**src/hw/rtl/ihex_pkg.sv**
```systemverilog
// Shared types, codes and constants for the Intel HEX record parser.
`timescale 1ns / 1ps

package ihex_pkg;

    localparam int MAX_LINE = 512;
    localparam logic [12:0] LINE_LIMIT = 13'(MAX_LINE - 1);
    localparam logic [10:0] BLOCK_CAP = 11'd1024;
    localparam logic [10:0] BLOCK_LIMIT_RESET = 11'd64;

    localparam logic [7:0] CHAR_NL    = 8'h0A;
    localparam logic [7:0] CHAR_COLON = 8'h3A;

    // Status codes of a result.
    localparam logic [2:0] ST_OK       = 3'd0;
    localparam logic [2:0] ST_CHECKSUM = 3'd1;
    localparam logic [2:0] ST_SHORT    = 3'd2;
    localparam logic [2:0] ST_BAD_CNT  = 3'd3;
    localparam logic [2:0] ST_UNKNOWN  = 3'd4;
    localparam logic [2:0] ST_BLOCKS   = 3'd5;
    localparam logic [2:0] ST_BAD_HEX  = 3'd6;

    // Record types.
    localparam logic [7:0] REC_DATA    = 8'd0;
    localparam logic [7:0] REC_EOF     = 8'd1;
    localparam logic [7:0] REC_SEG     = 8'd2;
    localparam logic [7:0] REC_SSA     = 8'd3;
    localparam logic [7:0] REC_LIN     = 8'd4;
    localparam logic [7:0] REC_START   = 8'd5;

    localparam logic [0:0] KIND_BYTE   = 1'b0;
    localparam logic [0:0] KIND_RECORD = 1'b1;

    typedef enum logic [1:0] {
        TOK_OTHER,
        TOK_NL,
        TOK_COLON,
        TOK_HEX
    } tok_kind_t;

    typedef struct packed {
        tok_kind_t  kind;
        logic [3:0] nib;
    } token_t;

    typedef enum logic [3:0] {
        MODE_START  = 4'b0001,
        MODE_RECORD = 4'b0010,
        MODE_SKIP   = 4'b0100,
        MODE_DONE   = 4'b1000
    } line_mode_t;

    typedef struct packed {
        logic [0:0]  kind;
        logic [31:0] address;
        logic [7:0]  data_byte;
        logic [7:0]  record_type;
        logic [2:0]  status;
        logic        new_block;
        logic [9:0]  block_index;
        logic [7:0]  byte_count;
        logic        halted;
    } result_t;

endpackage

```
**src/hw/rtl/ihex_front.sv**
```systemverilog
// Front end: accepts characters and classifies them into tokens.
`timescale 1ns / 1ps

module ihex_front (
    input  logic            aclk,
    input  logic            aresetn,
    input  logic            s_valid,
    output logic            s_ready,
    input  logic [7:0]      s_ch,
    output logic            tok_valid,
    output ihex_pkg::token_t tok,
    input  logic            tok_ready
);
    import ihex_pkg::*;

    logic   tok_valid_reg;
    token_t tok_reg;
    token_t tok_next;

    always_comb begin
        tok_next.nib = 4'd0;
        if (s_ch >= 8'h30 && s_ch <= 8'h39) begin
            tok_next.kind = TOK_HEX;
            tok_next.nib  = 4'(s_ch - 8'h30);
        end else if (s_ch >= 8'h41 && s_ch <= 8'h46) begin
            tok_next.kind = TOK_HEX;
            tok_next.nib  = 4'(s_ch - 8'h37);
        end else if (s_ch >= 8'h61 && s_ch <= 8'h66) begin
            tok_next.kind = TOK_HEX;
            tok_next.nib  = 4'(s_ch - 8'h57);
        end else if (s_ch == CHAR_NL) begin
            tok_next.kind = TOK_NL;
        end else if (s_ch == CHAR_COLON) begin
            tok_next.kind = TOK_COLON;
        end else begin
            tok_next.kind = TOK_OTHER;
        end
    end

    assign s_ready   = !tok_valid_reg || tok_ready;
    assign tok_valid = tok_valid_reg;
    assign tok       = tok_reg;

    always_ff @(posedge aclk) begin
        if (!aresetn) begin
            tok_valid_reg <= 1'b0;
        end else if (s_ready) begin
            tok_valid_reg <= s_valid;
        end
        if (s_valid && s_ready) begin
            tok_reg <= tok_next;
        end
    end

endmodule

```
**src/hw/rtl/ihex_queue.sv**
```systemverilog
// Four-entry token queue between the front end and the record engine.
`timescale 1ns / 1ps

module ihex_queue (
    input  logic             aclk,
    input  logic             aresetn,
    input  logic             push_valid,
    output logic             push_ready,
    input  ihex_pkg::token_t push_tok,
    output logic             pop_valid,
    input  logic             pop_ready,
    output ihex_pkg::token_t pop_tok
);
    import ihex_pkg::*;

    token_t     slot_reg [4];
    logic [1:0] wr_ptr_reg;
    logic [1:0] rd_ptr_reg;
    logic [2:0] count_reg;
    logic       do_push;
    logic       do_pop;

    assign push_ready = (count_reg != 3'd4);
    assign pop_valid  = (count_reg != 3'd0);
    assign pop_tok    = slot_reg[rd_ptr_reg];
    assign do_push    = push_valid && push_ready;
    assign do_pop     = pop_valid && pop_ready;

    always_ff @(posedge aclk) begin
        if (!aresetn) begin
            wr_ptr_reg <= 2'd0;
            rd_ptr_reg <= 2'd0;
            count_reg  <= 3'd0;
        end else begin
            if (do_push) begin
                wr_ptr_reg <= wr_ptr_reg + 2'd1;
            end
            if (do_pop) begin
                rd_ptr_reg <= rd_ptr_reg + 2'd1;
            end
            if (do_push && !do_pop) begin
                count_reg <= count_reg + 3'd1;
            end else if (!do_push && do_pop) begin
                count_reg <= count_reg - 3'd1;
            end
        end
        if (do_push) begin
            slot_reg[wr_ptr_reg] <= push_tok;
        end
    end

endmodule

```
**src/hw/rtl/ihex_back.sv**
```systemverilog
// Record engine: decodes tokens, tracks bases and blocks, and registers results.
`timescale 1ns / 1ps

module ihex_back (
    input  logic              aclk,
    input  logic              aresetn,
    input  logic              tok_valid,
    output logic              tok_ready,
    input  ihex_pkg::token_t  tok,
    input  logic [10:0]       block_limit,
    output logic              res_valid,
    input  logic              res_ready,
    output ihex_pkg::result_t res
);
    import ihex_pkg::*;

    line_mode_t  mode_reg,   mode_next;
    logic [9:0]  pos_reg,    pos_next;
    logic [3:0]  hn_reg,     hn_next;
    logic [7:0]  count_reg,  count_next;
    logic [15:0] offset_reg, offset_next;
    logic [7:0]  kind_reg,   kind_next;
    logic [7:0]  sum_reg,    sum_next;
    logic [31:0] collect_reg, collect_next;
    logic [31:0] base_reg,   base_next;
    logic [10:0] bc_reg,     bc_next;
    logic [31:0] bend_reg,   bend_next;
    logic        halt_reg,   halt_next;
    logic        out_valid_reg;
    result_t     out_reg;

    logic        take;
    logic        emit;
    result_t     emit_res;
    logic [7:0]  b;
    logic [8:0]  k;
    logic [8:0]  idx;
    logic [31:0] rec_addr;
    logic [10:0] limit;

    function automatic result_t mk_res(logic [0:0] kd, logic [31:0] addr, logic [7:0] db,
                                       logic [7:0] rt, logic [2:0] st, logic nb,
                                       logic [9:0] bi, logic [7:0] cnt);
        result_t r;
        r.kind        = kd;
        r.address     = addr;
        r.data_byte   = db;
        r.record_type = rt;
        r.status      = st;
        r.new_block   = nb;
        r.block_index = bi;
        r.byte_count  = cnt;
        r.halted      = (st != ST_OK);
        return r;
    endfunction

    assign take      = tok_valid && (!out_valid_reg || res_ready);
    assign tok_ready = !out_valid_reg || res_ready;
    assign res_valid = out_valid_reg;
    assign res       = out_reg;

    assign b        = {hn_reg, tok.nib};
    assign k        = pos_reg[9:1];
    assign idx      = k - 9'd4;
    assign rec_addr = base_reg + {16'd0, offset_reg};
    assign limit    = (block_limit > BLOCK_CAP) ? BLOCK_CAP : block_limit;

    always_comb begin
        mode_next    = mode_reg;
        pos_next     = pos_reg;
        hn_next      = hn_reg;
        count_next   = count_reg;
        offset_next  = offset_reg;
        kind_next    = kind_reg;
        sum_next     = sum_reg;
        collect_next = collect_reg;
        base_next    = base_reg;
        bc_next      = bc_reg;
        bend_next    = bend_reg;
        halt_next    = halt_reg;
        emit         = 1'b0;
        emit_res     = '0;
        if (take && !halt_reg) begin
            unique case (mode_reg) inside
                MODE_START: begin
                    if (tok.kind == TOK_COLON) begin
                        mode_next    = MODE_RECORD;
                        pos_next     = 10'd0;
                        hn_next      = 4'd0;
                        count_next   = 8'd0;
                        offset_next  = 16'd0;
                        kind_next    = 8'd0;
                        sum_next     = 8'd0;
                        collect_next = 32'd0;
                    end else if (tok.kind != TOK_NL) begin
                        mode_next = MODE_SKIP;
                    end
                end
                MODE_SKIP, MODE_DONE: begin
                    if (tok.kind == TOK_NL) begin
                        mode_next = MODE_START;
                    end
                end
                MODE_RECORD: begin
                    if (tok.kind == TOK_NL) begin
                        mode_next = MODE_START;
                        emit      = 1'b1;
                        emit_res  = mk_res(KIND_RECORD, 32'd0, 8'd0, kind_reg, ST_SHORT,
                                           1'b0, 10'd0, count_reg);
                    end else if (tok.kind != TOK_HEX) begin
                        emit     = 1'b1;
                        emit_res = mk_res(KIND_RECORD, 32'd0, 8'd0, kind_reg, ST_BAD_HEX,
                                          1'b0, 10'd0, count_reg);
                    end else if (!pos_reg[0]) begin
                        hn_next  = tok.nib;
                        pos_next = pos_reg + 10'd1;
                    end else begin
                        pos_next = pos_reg + 10'd1;
                        sum_next = sum_reg + b;
                        if (k == 9'd0) begin
                            count_next = b;
                            // Reject a count whose line could not fit in the line buffer.
                            if ({4'd0, b, 1'b0} + 13'd11 > LINE_LIMIT) begin
                                emit     = 1'b1;
                                emit_res = mk_res(KIND_RECORD, 32'd0, 8'd0, kind_reg,
                                                  ST_SHORT, 1'b0, 10'd0, b);
                            end
                        end else if (k == 9'd1 || k == 9'd2) begin
                            offset_next = {offset_reg[7:0], b};
                        end else if (k == 9'd3) begin
                            kind_next = b;
                        end else if (idx < {1'b0, count_reg}) begin
                            collect_next = {collect_reg[23:0], b};
                            if (kind_reg == REC_DATA) begin
                                emit     = 1'b1;
                                emit_res = mk_res(KIND_BYTE, rec_addr + {23'd0, idx}, b,
                                                  8'd0, ST_OK, 1'b0, 10'd0, count_reg);
                            end
                        end else begin
                            // Checksum byte: the record is complete.
                            emit = 1'b1;
                            if (sum_reg + b != 8'd0) begin
                                emit_res = mk_res(KIND_RECORD, 32'd0, 8'd0, kind_reg,
                                                  ST_CHECKSUM, 1'b0, 10'd0, count_reg);
                            end else begin
                                case (kind_reg) inside
                                    REC_DATA: begin
                                        if (bc_reg == 11'd0) begin
                                            bc_next   = 11'd1;
                                            bend_next = rec_addr + {24'd0, count_reg};
                                            emit_res  = mk_res(KIND_RECORD, rec_addr, 8'd0,
                                                               kind_reg, ST_OK, 1'b1, 10'd0,
                                                               count_reg);
                                        end else if (bend_reg != rec_addr) begin
                                            if (bc_reg + 11'd1 < limit) begin
                                                bc_next   = bc_reg + 11'd1;
                                                bend_next = rec_addr + {24'd0, count_reg};
                                                emit_res  = mk_res(KIND_RECORD, rec_addr,
                                                                   8'd0, kind_reg, ST_OK,
                                                                   1'b1, bc_reg[9:0],
                                                                   count_reg);
                                            end else begin
                                                emit_res = mk_res(KIND_RECORD, rec_addr,
                                                                  8'd0, kind_reg, ST_BLOCKS,
                                                                  1'b0, 10'd0, count_reg);
                                            end
                                        end else begin
                                            bend_next = bend_reg + {24'd0, count_reg};
                                            emit_res  = mk_res(KIND_RECORD, rec_addr, 8'd0,
                                                               kind_reg, ST_OK, 1'b0,
                                                               10'(bc_reg - 11'd1), count_reg);
                                        end
                                    end
                                    REC_EOF, REC_SSA: begin
                                        emit_res = mk_res(KIND_RECORD, 32'd0, 8'd0, kind_reg,
                                                          ST_OK, 1'b0, 10'd0, count_reg);
                                    end
                                    REC_SEG, REC_LIN: begin
                                        if (count_reg != 8'd2) begin
                                            emit_res = mk_res(KIND_RECORD, 32'd0, 8'd0,
                                                              kind_reg, ST_BAD_CNT, 1'b0,
                                                              10'd0, count_reg);
                                        end else begin
                                            base_next = (kind_reg == REC_SEG) ?
                                                        {collect_reg[27:0], 4'd0} :
                                                        {collect_reg[15:0], 16'd0};
                                            emit_res  = mk_res(KIND_RECORD, base_next, 8'd0,
                                                               kind_reg, ST_OK, 1'b0, 10'd0,
                                                               count_reg);
                                        end
                                    end
                                    REC_START: begin
                                        if (count_reg != 8'd4) begin
                                            emit_res = mk_res(KIND_RECORD, 32'd0, 8'd0,
                                                              kind_reg, ST_BAD_CNT, 1'b0,
                                                              10'd0, count_reg);
                                        end else begin
                                            emit_res = mk_res(KIND_RECORD, collect_reg, 8'd0,
                                                              kind_reg, ST_OK, 1'b0, 10'd0,
                                                              count_reg);
                                        end
                                    end
                                    default: begin
                                        emit_res = mk_res(KIND_RECORD, 32'd0, 8'd0, kind_reg,
                                                          ST_UNKNOWN, 1'b0, 10'd0, count_reg);
                                    end
                                endcase
                            end
                            if (emit_res.status == ST_OK) begin
                                mode_next = MODE_DONE;
                            end
                        end
                    end
                end
                default: begin
                    mode_next = MODE_START;
                end
            endcase
            if (emit && emit_res.status != ST_OK) begin
                halt_next = 1'b1;
            end
        end
    end

    always_ff @(posedge aclk) begin
        if (!aresetn) begin
            mode_reg      <= MODE_START;
            pos_reg       <= 10'd0;
            hn_reg        <= 4'd0;
            count_reg     <= 8'd0;
            offset_reg    <= 16'd0;
            kind_reg      <= 8'd0;
            sum_reg       <= 8'd0;
            collect_reg   <= 32'd0;
            base_reg      <= 32'd0;
            bc_reg        <= 11'd0;
            bend_reg      <= 32'd0;
            halt_reg      <= 1'b0;
            out_valid_reg <= 1'b0;
        end else begin
            mode_reg    <= mode_next;
            pos_reg     <= pos_next;
            hn_reg      <= hn_next;
            count_reg   <= count_next;
            offset_reg  <= offset_next;
            kind_reg    <= kind_next;
            sum_reg     <= sum_next;
            collect_reg <= collect_next;
            base_reg    <= base_next;
            bc_reg      <= bc_next;
            bend_reg    <= bend_next;
            halt_reg    <= halt_next;
            if (!out_valid_reg || res_ready) begin
                out_valid_reg <= take && emit;
            end
        end
        if (take && emit) begin
            out_reg <= emit_res;
        end
    end

endmodule

```
**src/hw/rtl/intel_hex_record_parser.sv**
```systemverilog
// Top level of the streaming Intel HEX record parser.
`timescale 1ns / 1ps

// Streams Intel HEX text one character per request and returns provisional data
// bytes and one status result per record end. The block sustains one character
// per clock cycle while results are taken. The classifier register is loaded
// when a character is accepted, the token passes through the four-entry queue,
// and the record engine then loads the result register. Either side may stall
// on its own: the classifier register and the queue together hold up to five
// characters while the result side waits. After the first error the block
// drains every further character without a result until reset. The block_limit
// register sits at byte address 0 and should be written only while no character
// is in flight.
module intel_hex_record_parser (
    input  logic        aclk,
    input  logic        aresetn,
    input  logic        psel,
    input  logic        penable,
    input  logic        pwrite,
    input  logic [1:0]  paddr,
    input  logic [31:0] pwdata,
    output logic [31:0] prdata,
    output logic        pready,
    input  logic        s_valid,
    output logic        s_ready,
    input  logic [7:0]  s_ch,
    output logic        m_valid,
    input  logic        m_ready,
    output logic [0:0]  m_kind,
    output logic [31:0] m_address,
    output logic [7:0]  m_data_byte,
    output logic [7:0]  m_record_type,
    output logic [2:0]  m_status,
    output logic        m_new_block,
    output logic [9:0]  m_block_index,
    output logic [7:0]  m_byte_count,
    output logic        m_halted
);
    import ihex_pkg::*;

    logic [10:0] block_limit_reg;
    logic        front_valid;
    logic        front_ready;
    token_t      front_tok;
    logic        q_valid;
    logic        q_ready;
    token_t      q_tok;
    result_t     res;

    assign pready = 1'b1;
    assign prdata = {21'd0, block_limit_reg};

    always_ff @(posedge aclk) begin
        if (!aresetn) begin
            block_limit_reg <= BLOCK_LIMIT_RESET;
        end else if (psel && penable && pwrite && paddr == 2'd0) begin
            block_limit_reg <= pwdata[10:0];
        end
    end

    ihex_front u_front (
        .aclk      (aclk),
        .aresetn   (aresetn),
        .s_valid   (s_valid),
        .s_ready   (s_ready),
        .s_ch      (s_ch),
        .tok_valid (front_valid),
        .tok       (front_tok),
        .tok_ready (front_ready)
    );

    ihex_queue u_queue (
        .aclk       (aclk),
        .aresetn    (aresetn),
        .push_valid (front_valid),
        .push_ready (front_ready),
        .push_tok   (front_tok),
        .pop_valid  (q_valid),
        .pop_ready  (q_ready),
        .pop_tok    (q_tok)
    );

    ihex_back u_back (
        .aclk        (aclk),
        .aresetn     (aresetn),
        .tok_valid   (q_valid),
        .tok_ready   (q_ready),
        .tok         (q_tok),
        .block_limit (block_limit_reg),
        .res_valid   (m_valid),
        .res_ready   (m_ready),
        .res         (res)
    );

    assign m_kind        = res.kind;
    assign m_address     = res.address;
    assign m_data_byte   = res.data_byte;
    assign m_record_type = res.record_type;
    assign m_status      = res.status;
    assign m_new_block   = res.new_block;
    assign m_block_index = res.block_index;
    assign m_byte_count  = res.byte_count;
    assign m_halted      = res.halted;

endmodule

```
**config.mk**
```make
export PLATFORM = sky130hd
export DESIGN_NAME = intel_hex_record_parser
export DESIGN_NICKNAME = d
export VERILOG_FILES = /design/src/hw/rtl/ihex_pkg.sv /design/src/hw/rtl/ihex_front.sv /design/src/hw/rtl/ihex_queue.sv /design/src/hw/rtl/ihex_back.sv /design/src/hw/rtl/intel_hex_record_parser.sv
export SDC_FILE = /design/constraint.sdc
export NUM_CORES = 1
export LEC_CHECK = 0
export BUFFER_PORTS_ARGS = -buffer_cell sky130_fd_sc_hd__clkbuf_2
export CAP_MARGIN = 25
export CORE_MARGIN = 5
export CORE_UTILIZATION = 25
export DETAILED_ROUTE_END_ITERATION = 16
export PLACE_DENSITY = 0.52
export SETUP_SLACK_MARGIN = 0.15
export SYNTH_ARGS = -nofsm -noshare
export SYNTH_HDL_FRONTEND = slang
export SYNTH_SLANG_ARGS = --single-unit
```
**constraint.sdc**
```tcl
create_clock -name aclk -period 4.8 [get_ports aclk]
set_clock_uncertainty 0.1 [all_clocks]
set_input_delay 0.96 -clock aclk [delete_from_list [all_inputs] [get_ports aclk]]
set_output_delay 0.96 -clock aclk [all_outputs]
set_load 0.05 [all_outputs]
```
### Yosys cells after proc, flatten, opt, wreduce, memory -nomap -nowiden

Memory sizes are Yosys's and may differ from the RTL's. A register that Yosys moved wholly into a read port is not among the register bits.
Cells that the tools add are included.

| operators by class | value |
|---|---|
| reduce and logical (&&, ||, !) cells | 51 |
| bitwise operators | 10 |
| equal/unequal tests | 44 |
| mux-type cells | 115 |
| $add $sub $neg | 17 |
| $lt $le $gt $ge | 10 |

Operators with widths:

| operator | number |
|---|---|
| 2-to-1 mux 72 bit | 23 |
| 2-to-1 mux 32 bit | 12 |
| 2-to-1 mux 71 bit | 4 |
| 2-to-1 mux 8 bit | 14 |
| 2-to-1 mux 16 bit | 6 |
| 2-to-1 mux 4 bit | 18 |
| 2-to-1 mux 23 bit | 3 |
| adder 32 x 8 -> 32 bit | 2 |
| case mux 32 bit (2 select lines) | 1 |
| case mux 8 bit (2 select lines) | 3 |
| 2-to-1 mux 11 bit | 4 |
| adder 32 x 16 -> 32 bit | 1 |
| adder 32 x 9 -> 32 bit | 1 |
| != test 32 bit | 1 |
| case mux 16 bit (2 select lines) | 1 |
| 2-to-1 mux 10 bit | 3 |
| != test 2 bit, second input constant | 12 |
| != test 3 x 2 -> 1 bit, second input constant | 7 |
| case mux 10 bit (2 select lines) | 1 |
| AND reduction 10 bit | 2 |
| == test 9 x 2 -> 1 bit, second input constant | 2 |
| == test 8 x 2 -> 1 bit, second input constant | 2 |
| == test 8 x 3 -> 1 bit, second input constant | 2 |
| greater-or-equal comparator 8 x 7 -> 1 bit, second input constant | 2 |
| other kinds (62) | 120 |

| word-level totals | value |
|---|---|
| memories | 1 |
| output and inout bits | 107 |
| register bits after elaboration | 264 |
| word-level logic and storage cells | 278 |
| RAM bits | 24 |
| input port bits | 49 |

Memories:

| name | words | bits a word | rd ports | clocked after memory_dff | write ports | RTL line | source |
|---|---|---|---|---|---|---|---|
| u_queue.slot_reg | 4 | 6 | 1 | 1 | 1 | ihex_queue.sv:16 | `token_t slot_reg [4];` |

### Depth between registers and ports, before layout

Gate-level depths: netlist (run 1).

| depth | value |
|---|---|
| depth in word-level cells | 29 |
| gate-level depth with buffers | 19 |

### Hierarchy

Synthesis (run 1) repeated with hierarchy kept, for this count alone.

| second synthesis, totals | value |
|---|---|
| cells, all modules | 2,191 |
| area, all modules | 18,935.7 µm² |

Modules (own cells, without submodules):

| module | cells each | instances | area an instance (µm²) | sequential area each (µm²) |
|---|---|---|---|---|
| ihex_back | 1,995 | 1 | 16,467.0 | 5,425.2 |
| ihex_queue | 79 | 1 | 1,367.6 | 900.9 |
| intel_hex_record_parser | 73 | 1 | 635.6 | 220.2 |
| ihex_front | 44 | 1 | 465.4 | 200.2 |

### Worst setup path after synthesis (run 1)

Ideal clock, no wire load.

| path | value |
|---|---|
| path kind | register to register |
| start point | register with a tool-made name |
| end point | register u_back.base_reg[18] |
| arrival time | 4.443 ns |
| setup slack | 0.130 ns |
| setup time | 0.128 ns |
| stages on the path, launching flop included | 18 |
| data required time | 4.572 ns |
| cell sequence | dfxtp_1 -> clkbuf_1 -> mux4_2 -> ha_1 -> a21o_1 -> a21oi_1 -> a221oi_1 -> xor2_1 -> xor2_1 -> or4_1 -> clkbuf_1 -> nor2_1 -> nand2_1 -> clkbuf_1 -> nor4_2 -> buf_2 -> mux2i_1 -> nor2_1 |

RTL lines:

| item | RTL line | source |
|---|---|---|
| to (signal assigned) | ihex_back.sv:249 | `base_reg <= base_next;` |
| to (decl) | ihex_back.sv:25 | `logic [31:0] base_reg, base_next;` |

### Worst setup path in the final report (run 1)

| path | value |
|---|---|
| start point | register u_back.offset_reg[14] |
| end point | register u_back.bend_reg[21] |

| between the ends | value |
|---|---|
| cells in the longest elaborated chain, start to end | 5 |
| elaborated cells on any way between the ends | 8 |
| classes of those cells | 2 x add/sub; 2 x eq/ne; 3 x mux; 1 x reduce/logical |

Ends and longest elaborated chain:

| item | RTL line | source |
|---|---|---|
| from (decl) | ihex_back.sv:21 | `logic [15:0] offset_reg, offset_next;` |
| from (signal assigned) | ihex_back.sv:245 | `offset_reg <= offset_next;` |
| adder 32 x 16 -> 32 bit (*) | ihex_back.sv:65 | `assign rec_addr = base_reg + {16'd0, offset_reg};` |
| adder 32 x 8 -> 32 bit | ihex_back.sv:150, ihex_back.sv:157 |  |
| 2-to-1 mux 32 bit | ihex_back.sv:155 | `if (bc_reg + 11'd1 < limit) begin` |
| 2-to-1 mux 32 bit | ihex_back.sv:154 | `end else if (bend_reg != rec_addr) begin` |
| 2-to-1 mux 32 bit | ihex_back.sv:148 | `if (bc_reg == 11'd0) begin` |
| to (signal assigned) | ihex_back.sv:251 | `bend_reg <= bend_next;` |
| to (decl) | ihex_back.sv:27 | `logic [31:0] bend_reg, bend_next;` |

Every way passes the cells marked *; elsewhere a longest branch is shown, timed or not. The select of a mux whose other input is x is not followed.
A chain may end at the register's enable or synchronous reset.

==> results.json, run 1 <==
{
  "start_kind": "register",
  "syn_inst": 2153,
  "nFillCells": 7740,
  "cts_made_buffers": 37,
  "grt_pass1_wl_mm": 97.5,
  "dieArea_um2": 79600,
  "layout_min_cycle_time_ns": 4.46,
  "start_util_pct": 25.3,
  "worstSetupPathType": "register to register",
  "setup_tns_ns": 0,
  "hp-class": "register to register",
  "wl_per_cell_um": 19.2,
  "synth_ff_type": "dfxtp_1",
  "root_buffer": "clkbuf_16",
  "vdd_drop_max_v": 0.000296,
  "cts.sinks": 286,
  "seq_area_frac_synth_pct": 36.5,
  "synth_area_per_cell_um2": 8.60,
  "route.detailed.drc": 0,
  "drt_iter0_markers": 1352,
  "utilization_pct": 30.2,
  "max_freq_ghz": 0.224,
  "grt_max_degree": 82,
  "rsz0062_at_grt": "false",
  "fp-row-count": 99,
  "ys_seq_elements": 286,
  "largest_reg_flops": 72,
  "num_vias": 16891,
  "clock_latency_ns": 0.58,
  "p_total_mw": 6.27,
  "io_pins": 156,
  "critPathMaxStageDelay_ns": 0.55,
  "synth-edff-count": 102,
  "antenna_cells": 0,
  "post-place-ws_ns": 0.182,
  "antenna_found_initial": 0,
  "status": "completed",
  "grt.total_usage_pct": 15.4,
  "routabilityCongestion": 0.917,
  "cts_tree": "built",
  "worst_pin_slew_ns": 0.959,
  "areaGrowthSynthToFinish_pct": 19.3,
  "path_cells": "ha_1, nand2_1, o21ai_1, buf_4, nor2_1, a211oi_1, buf_4, xnor2_1, nand3_1, or4_4, nor4b_4, buf_12, and2_1, buf_12, nor2_1, o311a_1",
  "finalSetupViolCount": 0,
  "cts_buffer_depth": 3,
  "dpl.hpwl_mm": 48.3,
  "p_per_area_nw_per_um2": 284,
  "die_w_um": 282,
  "arrival_ns": 4.79,
  "htree_num_levels": 2,
  "synth-async-reset-ratio_pct": 0,
  "finalWirelength_mm": 63.2,
  "via_per_inst": 5.13,
  "die_y_um": 282,
  "finalHoldViolations": 0,
  "fin_ws_ns": 0.339,
  "p_leak_nw": 8.33,
  "gr-total-overflow": 0,
  "fin_nets": 2437,
  "end_kind": "register",
  "critical-path-slowest-cell": "or4_4",
  "required_ns": 5.13,
  "slew_violations": 0,
  "hold_buffers": 0,
  "clk_pin_slew_ns": 0.05,
  "fin_crit_sh_pct": 92.9,
  "layout-drive-gt1-share_pct": 16.2,
  "maxCapViolCount": 0,
  "crit_path_max_fanout": 23,
  "ys_warn_count": 0,
  "syn_area_um2": 18500,
  "ant_nets": 0,
  "slew_headroom_pct": 36.1,
  "core_area_um2": 73200,
  "synthDistinctLibCells": 99,
  "drt-pass1-iter-count": 7,
  "io_buffer_count": 112,
  "grt_pass1_vias": 16686
}
-- cell usage in the layout, fill, tap and decap left out, types with 9 or more instances in the layout --
| cell | n |
|---|---|
| nor4_1 | 16 |
| a211oi_1 | 17 |
| or3_1 | 15 |
| o21ai_0 | 64 |
| o22a_1 | 10 |
| mux2i_1 | 64 |
| and2_1 | 48 |
| nand2b_1 | 21 |
| clkbuf_2 | 113 |
| clkbuf_16 | 37 |
| xor2_1 | 53 |
| and3_1 | 29 |
| o22ai_1 | 20 |
| mux2_2 | 12 |
| nand3b_1 | 10 |
| a31oi_1 | 17 |
| o21a_1 | 16 |
| a211o_1 | 9 |
| nand2_1 | 234 |
| a21oi_1 | 149 |
| nand3_1 | 106 |
| buf_4 | 123 |
| ha_1 | 76 |
| conb_1 | 22 |
| edfxtp_1 | 102 |
| nor3_1 | 41 |
| nor2b_1 | 20 |
| a222oi_1 | 14 |
| inv_1 | 52 |
| nor2_1 | 231 |
| a21boi_0 | 11 |
| dfxtp_1 | 184 |
| a21o_1 | 18 |
| a22oi_1 | 17 |
| nand4_1 | 35 |
| o211ai_1 | 11 |
| xnor2_1 | 83 |
-- metrics by stage --
stage | hold WS [ns] | cells | instance area, µm²
after detailed placement | 0.354 | 3223 | 20700
after global routing | 0.385 | 3293 | 22100
after floorplan | 0.332 | 2173 | 18600
after global placement | 0.350 | 3223 | 20700
after CTS | 0.361 | 3290 | 22000
final | 0.362 | 3293 | 22100
-- cell usage after synthesis (18+ instances only) --
master / number / area (µm²)
nand2_1: 235 / 882
nor2_1: 231 / 867
dfxtp_1: 184 / 3680
a21oi_1: 151 / 756
nand3_1: 106 / 531
edfxtp_1: 102 / 3060
clkbuf_1: 88 / 330
xnor2_1: 83 / 727
ha_1: 76 / 951
o21ai_0: 65 / 325
mux2i_1: 64 / 641
inv_1: 53 / 199
xor2_1: 53 / 464
and2_1: 48 / 300
nor3_1: 43 / 215
nand4_1: 35 / 219
and3_1: 29 / 181
buf_4: 28 / 210
buf_2: 25 / 125
nand2b_1: 21 / 131
nor2b_1: 21 / 131
nor4_1: 20 / 125
o22ai_1: 20 / 125
a211oi_1: 19 / 143
a21o_1: 18 / 135
-- kinds of logic (layout without fill, tap and decap cells) --
family,count (synthesis),count (layout),share of synthesized area (%)
DFF,286,286,36.5
AOI/OAI and AO/OA,478,478,17.5
buffers and inverters,206,367,5.00
other,2,22,0.0406
adders and majority gates,82,82,5.79
xor gates and xnor gates,143,143,7.25
muxes,82,82,4.92
and+or+nand+nor,874,874,23.0
-- where the power goes --
part           internal (mW)  total [mW]  switching, mW
logic                  0.288       0.825          0.538
clock network           1.66        2.81           1.15
registers               2.57        2.63         0.0667
total                   4.52        6.27           1.75
-- final timing paths --
check,startpoint,end,slack [ns],cells past startpoint
worst max-delay path,u_back.offset_reg[14],u_back.bend_reg[21],0.34,16
worst max register to register,u_back.offset_reg[14],u_back.bend_reg[21],0.34,16
worst min register to register,u_back.offset_reg[8],u_back.offset_reg[8],0.36,2
worst min-delay path,u_back.offset_reg[8],u_back.offset_reg[8],0.36,2
-- metal layers --
metal,track usage (%),vias up,wire length [µm],share of wire (%)
li1,-,8091,-,-
met2,26.0,546,29900,47
met4,5.30,0,2230,3.5
met3,2.15,113,3270,5.2
met1,20.2,8141,27800,44
met5,0,-,0,0
-- critical path, delay by kind of cell (launching register included) --
family,cells,cell delay (ns)
xor gates and xnor gates,1,0.12
and+or+nand+nor,7,1.54
AOI/OAI and AO/OA,3,0.91
buffers and inverters,4,0.80
adders and majority gates,1,0.49
DFF,1,0.33
-- cell type report --
cell class	count	area, µm²	area share [%]
clock inverter	18	219	0.992
multi-input combinational	1681	11000	50.0
inverter	56	216	0.980
timing repair buffer	244	1640	7.43
tap	959	1200	5.43
sequential	286	6750	30.6
clock buffer	49	1010	4.58
-- what timing repair did --
action	4_1_cts	5_1_grt
pin swaps	0	4
setup endpoints to repair	5	63
setup buffers	0	2
gates cloned	0	0
resized for setup	3	22
Power figures use the tool's default switching activity.
==> inputs of run 2 (changes only) <==
--- a/config.mk
+++ b/config.mk
@@ -7,10 +7,12 @@
 export LEC_CHECK = 0
 export BUFFER_PORTS_ARGS = -buffer_cell sky130_fd_sc_hd__clkbuf_2
 export CAP_MARGIN = 25
+export CELL_PAD_IN_SITES_DETAIL_PLACEMENT = 0
+export CELL_PAD_IN_SITES_GLOBAL_PLACEMENT = 2
 export CORE_MARGIN = 5
 export CORE_UTILIZATION = 25
 export DETAILED_ROUTE_END_ITERATION = 16
-export PLACE_DENSITY = 0.52
+export PLACE_DENSITY = 0.71
 export SETUP_SLACK_MARGIN = 0.15
 export SYNTH_ARGS = -nofsm -noshare
 export SYNTH_HDL_FRONTEND = slang
==> run 2 against run 1 <==
  * Sequential share of layout area increased by 0.19 points
  * Via count decreased by 0.54%
  * Sequential cell count unchanged
  * Non-clock buffer count decreased by 18
  * Critical path depth decreased by 3
  * Combinational power increased by 3.2%
  * Sequential power about the same
  * Count of clock-buffer cells in the layout decreased by 6
  * Core utilization decreased by 0.18 points
  * Final cell count decreased by 0.55%
  * Highest routed layer unchanged
==> results.json, run 2 (synthesis gave the netlist of run 1 again) <==
{
  "num_vias": 16799,
  "start_kind": "register",
  "drt_iter0_markers": 1251,
  "worstSetupPathType": "register to register",
  "rr_worst_depth": 13,
  "required_ns": 5.17,
  "p_leak_nw": 8.26,
  "dieArea_um2": 79600,
  "fp-row-count": 99,
  "fin_nets": 2418,
  "reg2reg_to": "u_back.bend_reg[9]",
  "finalSetupViolCount": 0,
  "cts_buffer_depth": 3,
  "io_pins": 156,
  "r2r_start": "u_back.offset_reg[12]",
  "ant_nets": 0,
  "drt-pass1-iter-count": 7,
  "setup_tns_ns": 0,
  "dpl.hpwl_mm": 50.9,
  "die_w_um": 282,
  "crit_path_max_fanout": 10,
  "vdd_drop_max_v": 0.000216,
  "grt_pass1_wl_mm": 102,
  "antenna_found_initial": 3,
  "slew_violations": 0,
  "io_buffer_count": 112,
  "clk_pin_slew_ns": 0.06,
  "status": "completed",
  "root_buffer": "clkbuf_16",
  "hold_depth": 2,
  "cts_made_buffers": 36,
  "layout_common_cells": "nand2_1 (235), nor2_1 (229), dfxtp_1 (184)",
  "maxCapViolCount": 0,
  "route.detailed.drc": 0,
  "max_freq_ghz": 0.224,
  "fin_crit_sh_pct": 93.1,
  "wl_per_cell_um": 20.4,
  "nFillCells": 7744,
  "grt.total_usage_pct": 16.3,
  "layout_min_cycle_time_ns": 4.47,
  "grt_max_degree": 74,
  "grt_pass1_vias": 16592,
  "cts.sinks": 286,
  "areaGrowthSynthToFinish_pct": 18.6,
  "p_per_area_nw_per_um2": 289,
  "layout_commonest_cell": "nand2_1",
  "cts_tree": "built",
  "hp-class": "register to register",
  "end_kind": "register",
  "finalHoldViolations": 0,
  "fin_ws_ns": 0.332,
  "gr-total-overflow": 0,
  "holdPathEnd": "u_back.base_reg[10]",
  "slew_headroom_pct": 35.9,
  "finalWirelength_mm": 66.9,
  "largest_reg_flops": 72,
  "layout-drive-gt1-share_pct": 15.5,
  "hold_start": "u_back.base_reg[10]",
  "rsz0062_at_grt": "true",
  "via_per_inst": 5.13,
  "arrival_ns": 4.84,
  "htree_num_levels": 2,
  "start_util_pct": 25.3,
  "worst_pin_slew_ns": 0.954,
  "routabilityCongestion": 0.925,
  "core_area_um2": 73200,
  "critical-path-slowest-cell": "or4_4",
  "path_cells": "ha_1, a21oi_1, o21ai_1, and2_1, o31ai_2, xnor3_1, or4_4, nor4b_4, buf_12, nand2_1, buf_4, o31a_1, o32ai_1",
  "clock_latency_ns": 0.57,
  "post-place-ws_ns": 0.143,
  "rrSetupSlack_ns": 0.33,
  "hold_buffers": 0,
  "die_y_um": 282,
  "critPathMaxStageDelay_ns": 0.57
}
run 2: where the power goes:
part	total [mW]	internal, mW	switching [mW]
Clock	2.85	1.67	1.19
Sequential	2.64	2.57	0.0686
Combinational	0.851	0.295	0.556
run 2: cell type report:
cell class / count / area [µm²] / area share (%)
clock buffers: 43 / 958 / 4.37
clock inverters: 23 / 267 / 1.21
flip-flops and latches: 286 / 6750 / 30.7
inverters: 56 / 214 / 0.975
multi-input cells: 1681 / 11000 / 50.2
well taps: 959 / 1200 / 5.47
repair buffers: 226 / 1540 / 7.03
diodes: 1 / 2.50 / 0.0114
run 2: how the worst max path moves through the flow:
stage | start | end | slack [ns] | cells past startpoint
6_report | u_back.offset_reg[12] | u_back.bend_reg[9] | 0.33 | 13
5_1_grt | u_back.offset_reg[4] | u_back.res[70] | 0.13 | 17
4_1_cts | u_back.base_reg[5] | u_back.bend_reg[9] | 0.18 | 16
3_5_place_dp | u_back.offset_reg[4] | u_back.res[70] | 0.14 | 17
3_3_place_gp | u_back.offset_reg[4] | u_back.res[70] | 0.12 | 17
2_1_floorplan | register | u_back.base_reg[18] | 0.21 | 17
run 2: metrics by stage:
| stage | instance area (µm²) | hold WS, ns | power (mW) | std cells | utilization [%] |
|---|---|---|---|---|---|
| 3_5_place_dp | 20700 | 0.353 | 3.54 | 3208 | 28.2 |
| 6_report | 21900 | 0.360 | 6.34 | 3275 | 30.0 |
| 4_1_cts | 21900 | 0.362 | 6.42 | 3274 | 29.9 |
| 5_1_grt | 21900 | 0.381 | 6.58 | 3274 | 30.0 |
| 3_3_place_gp | 20700 | 0.346 | 3.52 | 3208 | 28.2 |
| 2_1_floorplan | 18600 | 0.332 | 3.26 | 2173 | - |
run 2: routing by layer:
layer	vias to the layer above	wire length (µm)	part of all wire, %	GRT usage, %
met5	-	0	0	0
met4	0	1990	3.0	5.13
met3	95	3210	4.8	2.69
met2	458	31300	47	27.1
met1	8202	30500	46	21.8
li1	8044	-	-	-
run 2: timing repair:
item,CTS,global route
gates resized for setup,1,17
pin swaps,0,2
setup buffers,0,0
setup endpoints to repair,1,84
run 2: critical path, delay by kind of cell, from the launching register on:
kind / cells / cell delay [ns]
buf+inv: 2 / 0.41
simple gates: 4 / 1.26
xor+xnor: 1 / 0.32
flops: 1 / 0.39
fa+ha+maj: 1 / 0.29
compound gates: 5 / 1.57
==> inputs of run 3 (changes only) <==
--- a/config.mk
+++ b/config.mk
@@ -9,10 +9,10 @@
 export CAP_MARGIN = 25
 export CELL_PAD_IN_SITES_DETAIL_PLACEMENT = 0
 export CELL_PAD_IN_SITES_GLOBAL_PLACEMENT = 2
-export CORE_MARGIN = 5
 export CORE_UTILIZATION = 25
 export DETAILED_ROUTE_END_ITERATION = 16
 export PLACE_DENSITY = 0.71
+export REMOVE_ABC_BUFFERS = 1
 export SETUP_SLACK_MARGIN = 0.15
 export SYNTH_ARGS = -nofsm -noshare
 export SYNTH_HDL_FRONTEND = slang
==> run 3 against run 2 <==
  * The run now ends with DRC left
  * Hold slack improved by 0.0032 ns
  * Worst setup slack got worse by 0.0042 ns
  * Wire length fell by 0.22%
  * Global-route usage rose by 1.1 points
  * Combinational power fell by 2.6%
  * Count of clock-buffer cells in the layout rose by 4
  * Sequential share of layout area fell by 0.35 points
  * Die area fell by 5.6%
  * Sequential power barely moved
  * Sequential cell count did not move
  * Critical endpoint is now u_back.bend_reg[29]
  * Largest cell class unchanged
  * Largest power group unchanged
  * Highest routed layer unchanged
==> results.json, run 3 (synthesis gave the netlist of run 1 again) <==
{
  "status": "complete, but fails checks",
  "violations": "DRC",
  "layout_min_cycle_time_ns": 4.47,
  "cts_buffer_depth": 3,
  "cts_made_buffers": 36,
  "finalHoldViolations": 0,
  "wl_per_cell_um": 20.4,
  "io_buffer_count": 112,
  "slew_headroom_pct": 34.8,
  "arrival_ns": 4.81,
  "fp-row-count": 99,
  "rsz0062_at_grt": "true",
  "start_util_pct": 25.3,
  "hold_buffers": 0,
  "fin_nets": 2425,
  "worstPathBufferInverterCount": 4,
  "grt_pass1_wl_mm": 101,
  "hold_start": "u_back.offset_reg[10]",
  "placedCellCount": 3210,
  "vdd_drop_max_v": 0.000236,
  "crit_path_max_fanout": 16,
  "route.detailed.drc": 6,
  "grt_max_degree": 50,
  "core_area_um2": 73100,
  "stdcell_count": 3281,
  "root_buffer": "clkbuf_16",
  "ant_nets": 0,
  "critPathMaxStageDelay_ns": 0.50,
  "required_ns": 5.14,
  "finalWirelength_mm": 66.8,
  "cts.sinks": 286,
  "p_leak_nw": 8.37,
  "fin_ws_ns": 0.327,
  "num_vias": 16910,
  "worstSetupPathType": "register to register",
  "path_cells": "ha_2, inv_1, fa_1, xnor2_1, nor4_1, nand4_1, nor4_1, o2111ai_1, nor4bb_2, buf_4, nand4_1, or2_2, a21oi_4, buf_12, clkbuf_16, o211ai_1, o211a_1",
  "antenna_cells": 0,
  "die_w_um": 274,
  "clk_pin_slew_ns": 0.06,
  "critical-path-slowest-cell": "fa_1",
  "antenna_found_initial": 0,
  "layout_commonest_cell": "nand2_1",
  "maxCapViolCount": 0,
  "via_per_inst": 5.15,
  "max_freq_ghz": 0.224,
  "clock_latency_ns": 0.58,
  "cp_top_family": "simple AND/OR/NAND/NOR gates",
  "drt_iter0_markers": 1208,
  "htree_num_levels": 2,
  "dpl.hpwl_mm": 50.0,
  "die_y_um": 274,
  "cts_tree": "built",
  "layout-drive-gt1-share_pct": 16.2,
  "finalSetupViolCount": 0,
  "grt.total_usage_pct": 17.4,
  "layout_common_cells": "nand2_1 (235), nor2_1 (231), dfxtp_1 (184)",
  "start_kind": "register",
  "post-place-ws_ns": 0.155,
  "dieArea_um2": 75100,
  "fin_crit_sh_pct": 93.2,
  "routabilityCongestion": 0.852,
  "p_per_area_nw_per_um2": 297,
  "slew_violations": 0,
  "drt-pass1-iter-count": 11,
  "grt_pass1_vias": 16514,
  "worst_pin_slew_ns": 0.979,
  "areaGrowthSynthToFinish_pct": 19.9,
  "end_kind": "register",
  "r2r_start": "u_back.offset_reg[4]",
  "io_pins": 156,
  "hp-class": "register to register",
  "crit_path_start": "u_back.offset_reg[4]",
  "gr-total-overflow": 0,
  "largest_reg_flops": 72
}
-- run 3: cell types whose count changed in the layout (fill, tap and decap cells not counted), sizes merged --
cell and change:
buf +6, bufinv +4, clkbuf +5, clkinv -3, clkinvlp -2, diode -1, inv -3
-- run 3: final cells by class --
type / instances / area [µm²]
repair buffers: 233 / 1580
clock inverters: 19 / 364
inverters: 56 / 216
flip-flops and latches: 286 / 6750
multi-input cells: 1681 / 11100
fillers: 7753 / 50900
well taps: 959 / 1200
clock buffers: 47 / 1010
-- run 3: timing repair --
item                       CTS  global route
setup endpoints to repair    6            72
buffers inserted             0             4
pin swaps                    0             3
gates resized for setup      2            29
gates cloned                 0             1
-- run 3: path summary, 6_finish.rpt --
check | cells past startpoint | endpoint | slack [ns]
worst max-delay path | 17 | u_back.bend_reg[29] | 0.33
worst min-delay path | 2 | u_back.offset_reg[10] | 0.36
worst max register to register | 17 | u_back.bend_reg[29] | 0.33
worst min register to register | 2 | u_back.offset_reg[10] | 0.36
-- run 3: report_power, final --
group | internal (mW) | total [mW] | leakage (nW) | switching (mW)
logic | 0.278 | 0.829 | 5.14 | 0.552
clock network | 1.94 | 3.12 | 0.662 | 1.18
registers | 2.57 | 2.63 | 2.57 | 0.0670
-- run 3: metrics by stage --
stage	hold slack (ns)	TNS (ns)	power (mW)	area, µm²	utilization (%)
after floorplan	0.332	-33.73	3.22	17900	-
after global placement	0.344	0	3.49	20600	28.2
after detailed placement	0.352	0	3.51	20600	28.2
after CTS	0.363	0	6.67	22000	30.1
after global routing	0.377	0	6.85	22200	30.4
final	0.363	0	6.58	22200	30.4
-- run 3: metal layers --
| metal | part of all wire [%] | up-vias | track usage, % | routed length [µm] |
|---|---|---|---|---|
| met3 | 4.9 | 105 | 2.12 | 3240 |
| met1 | 45 | 8265 | 23.6 | 30300 |
| met5 | 0 | - | 0 | 0 |
| li1 | - | 8053 | - | - |
| met2 | 47 | 487 | 28.5 | 31300 |
| met4 | 2.9 | 0 | 5.67 | 1950 |
-- run 3: worst reg2reg max path, delay by kind of cell, from the launching register on --
kind            cells  cell delay (ns)
compound gates      4             0.71
xor+xnor            1             0.17
fa+ha+maj           2             0.73
buf+inv             4             0.58
flops               1             0.36
simple gates        6             1.68
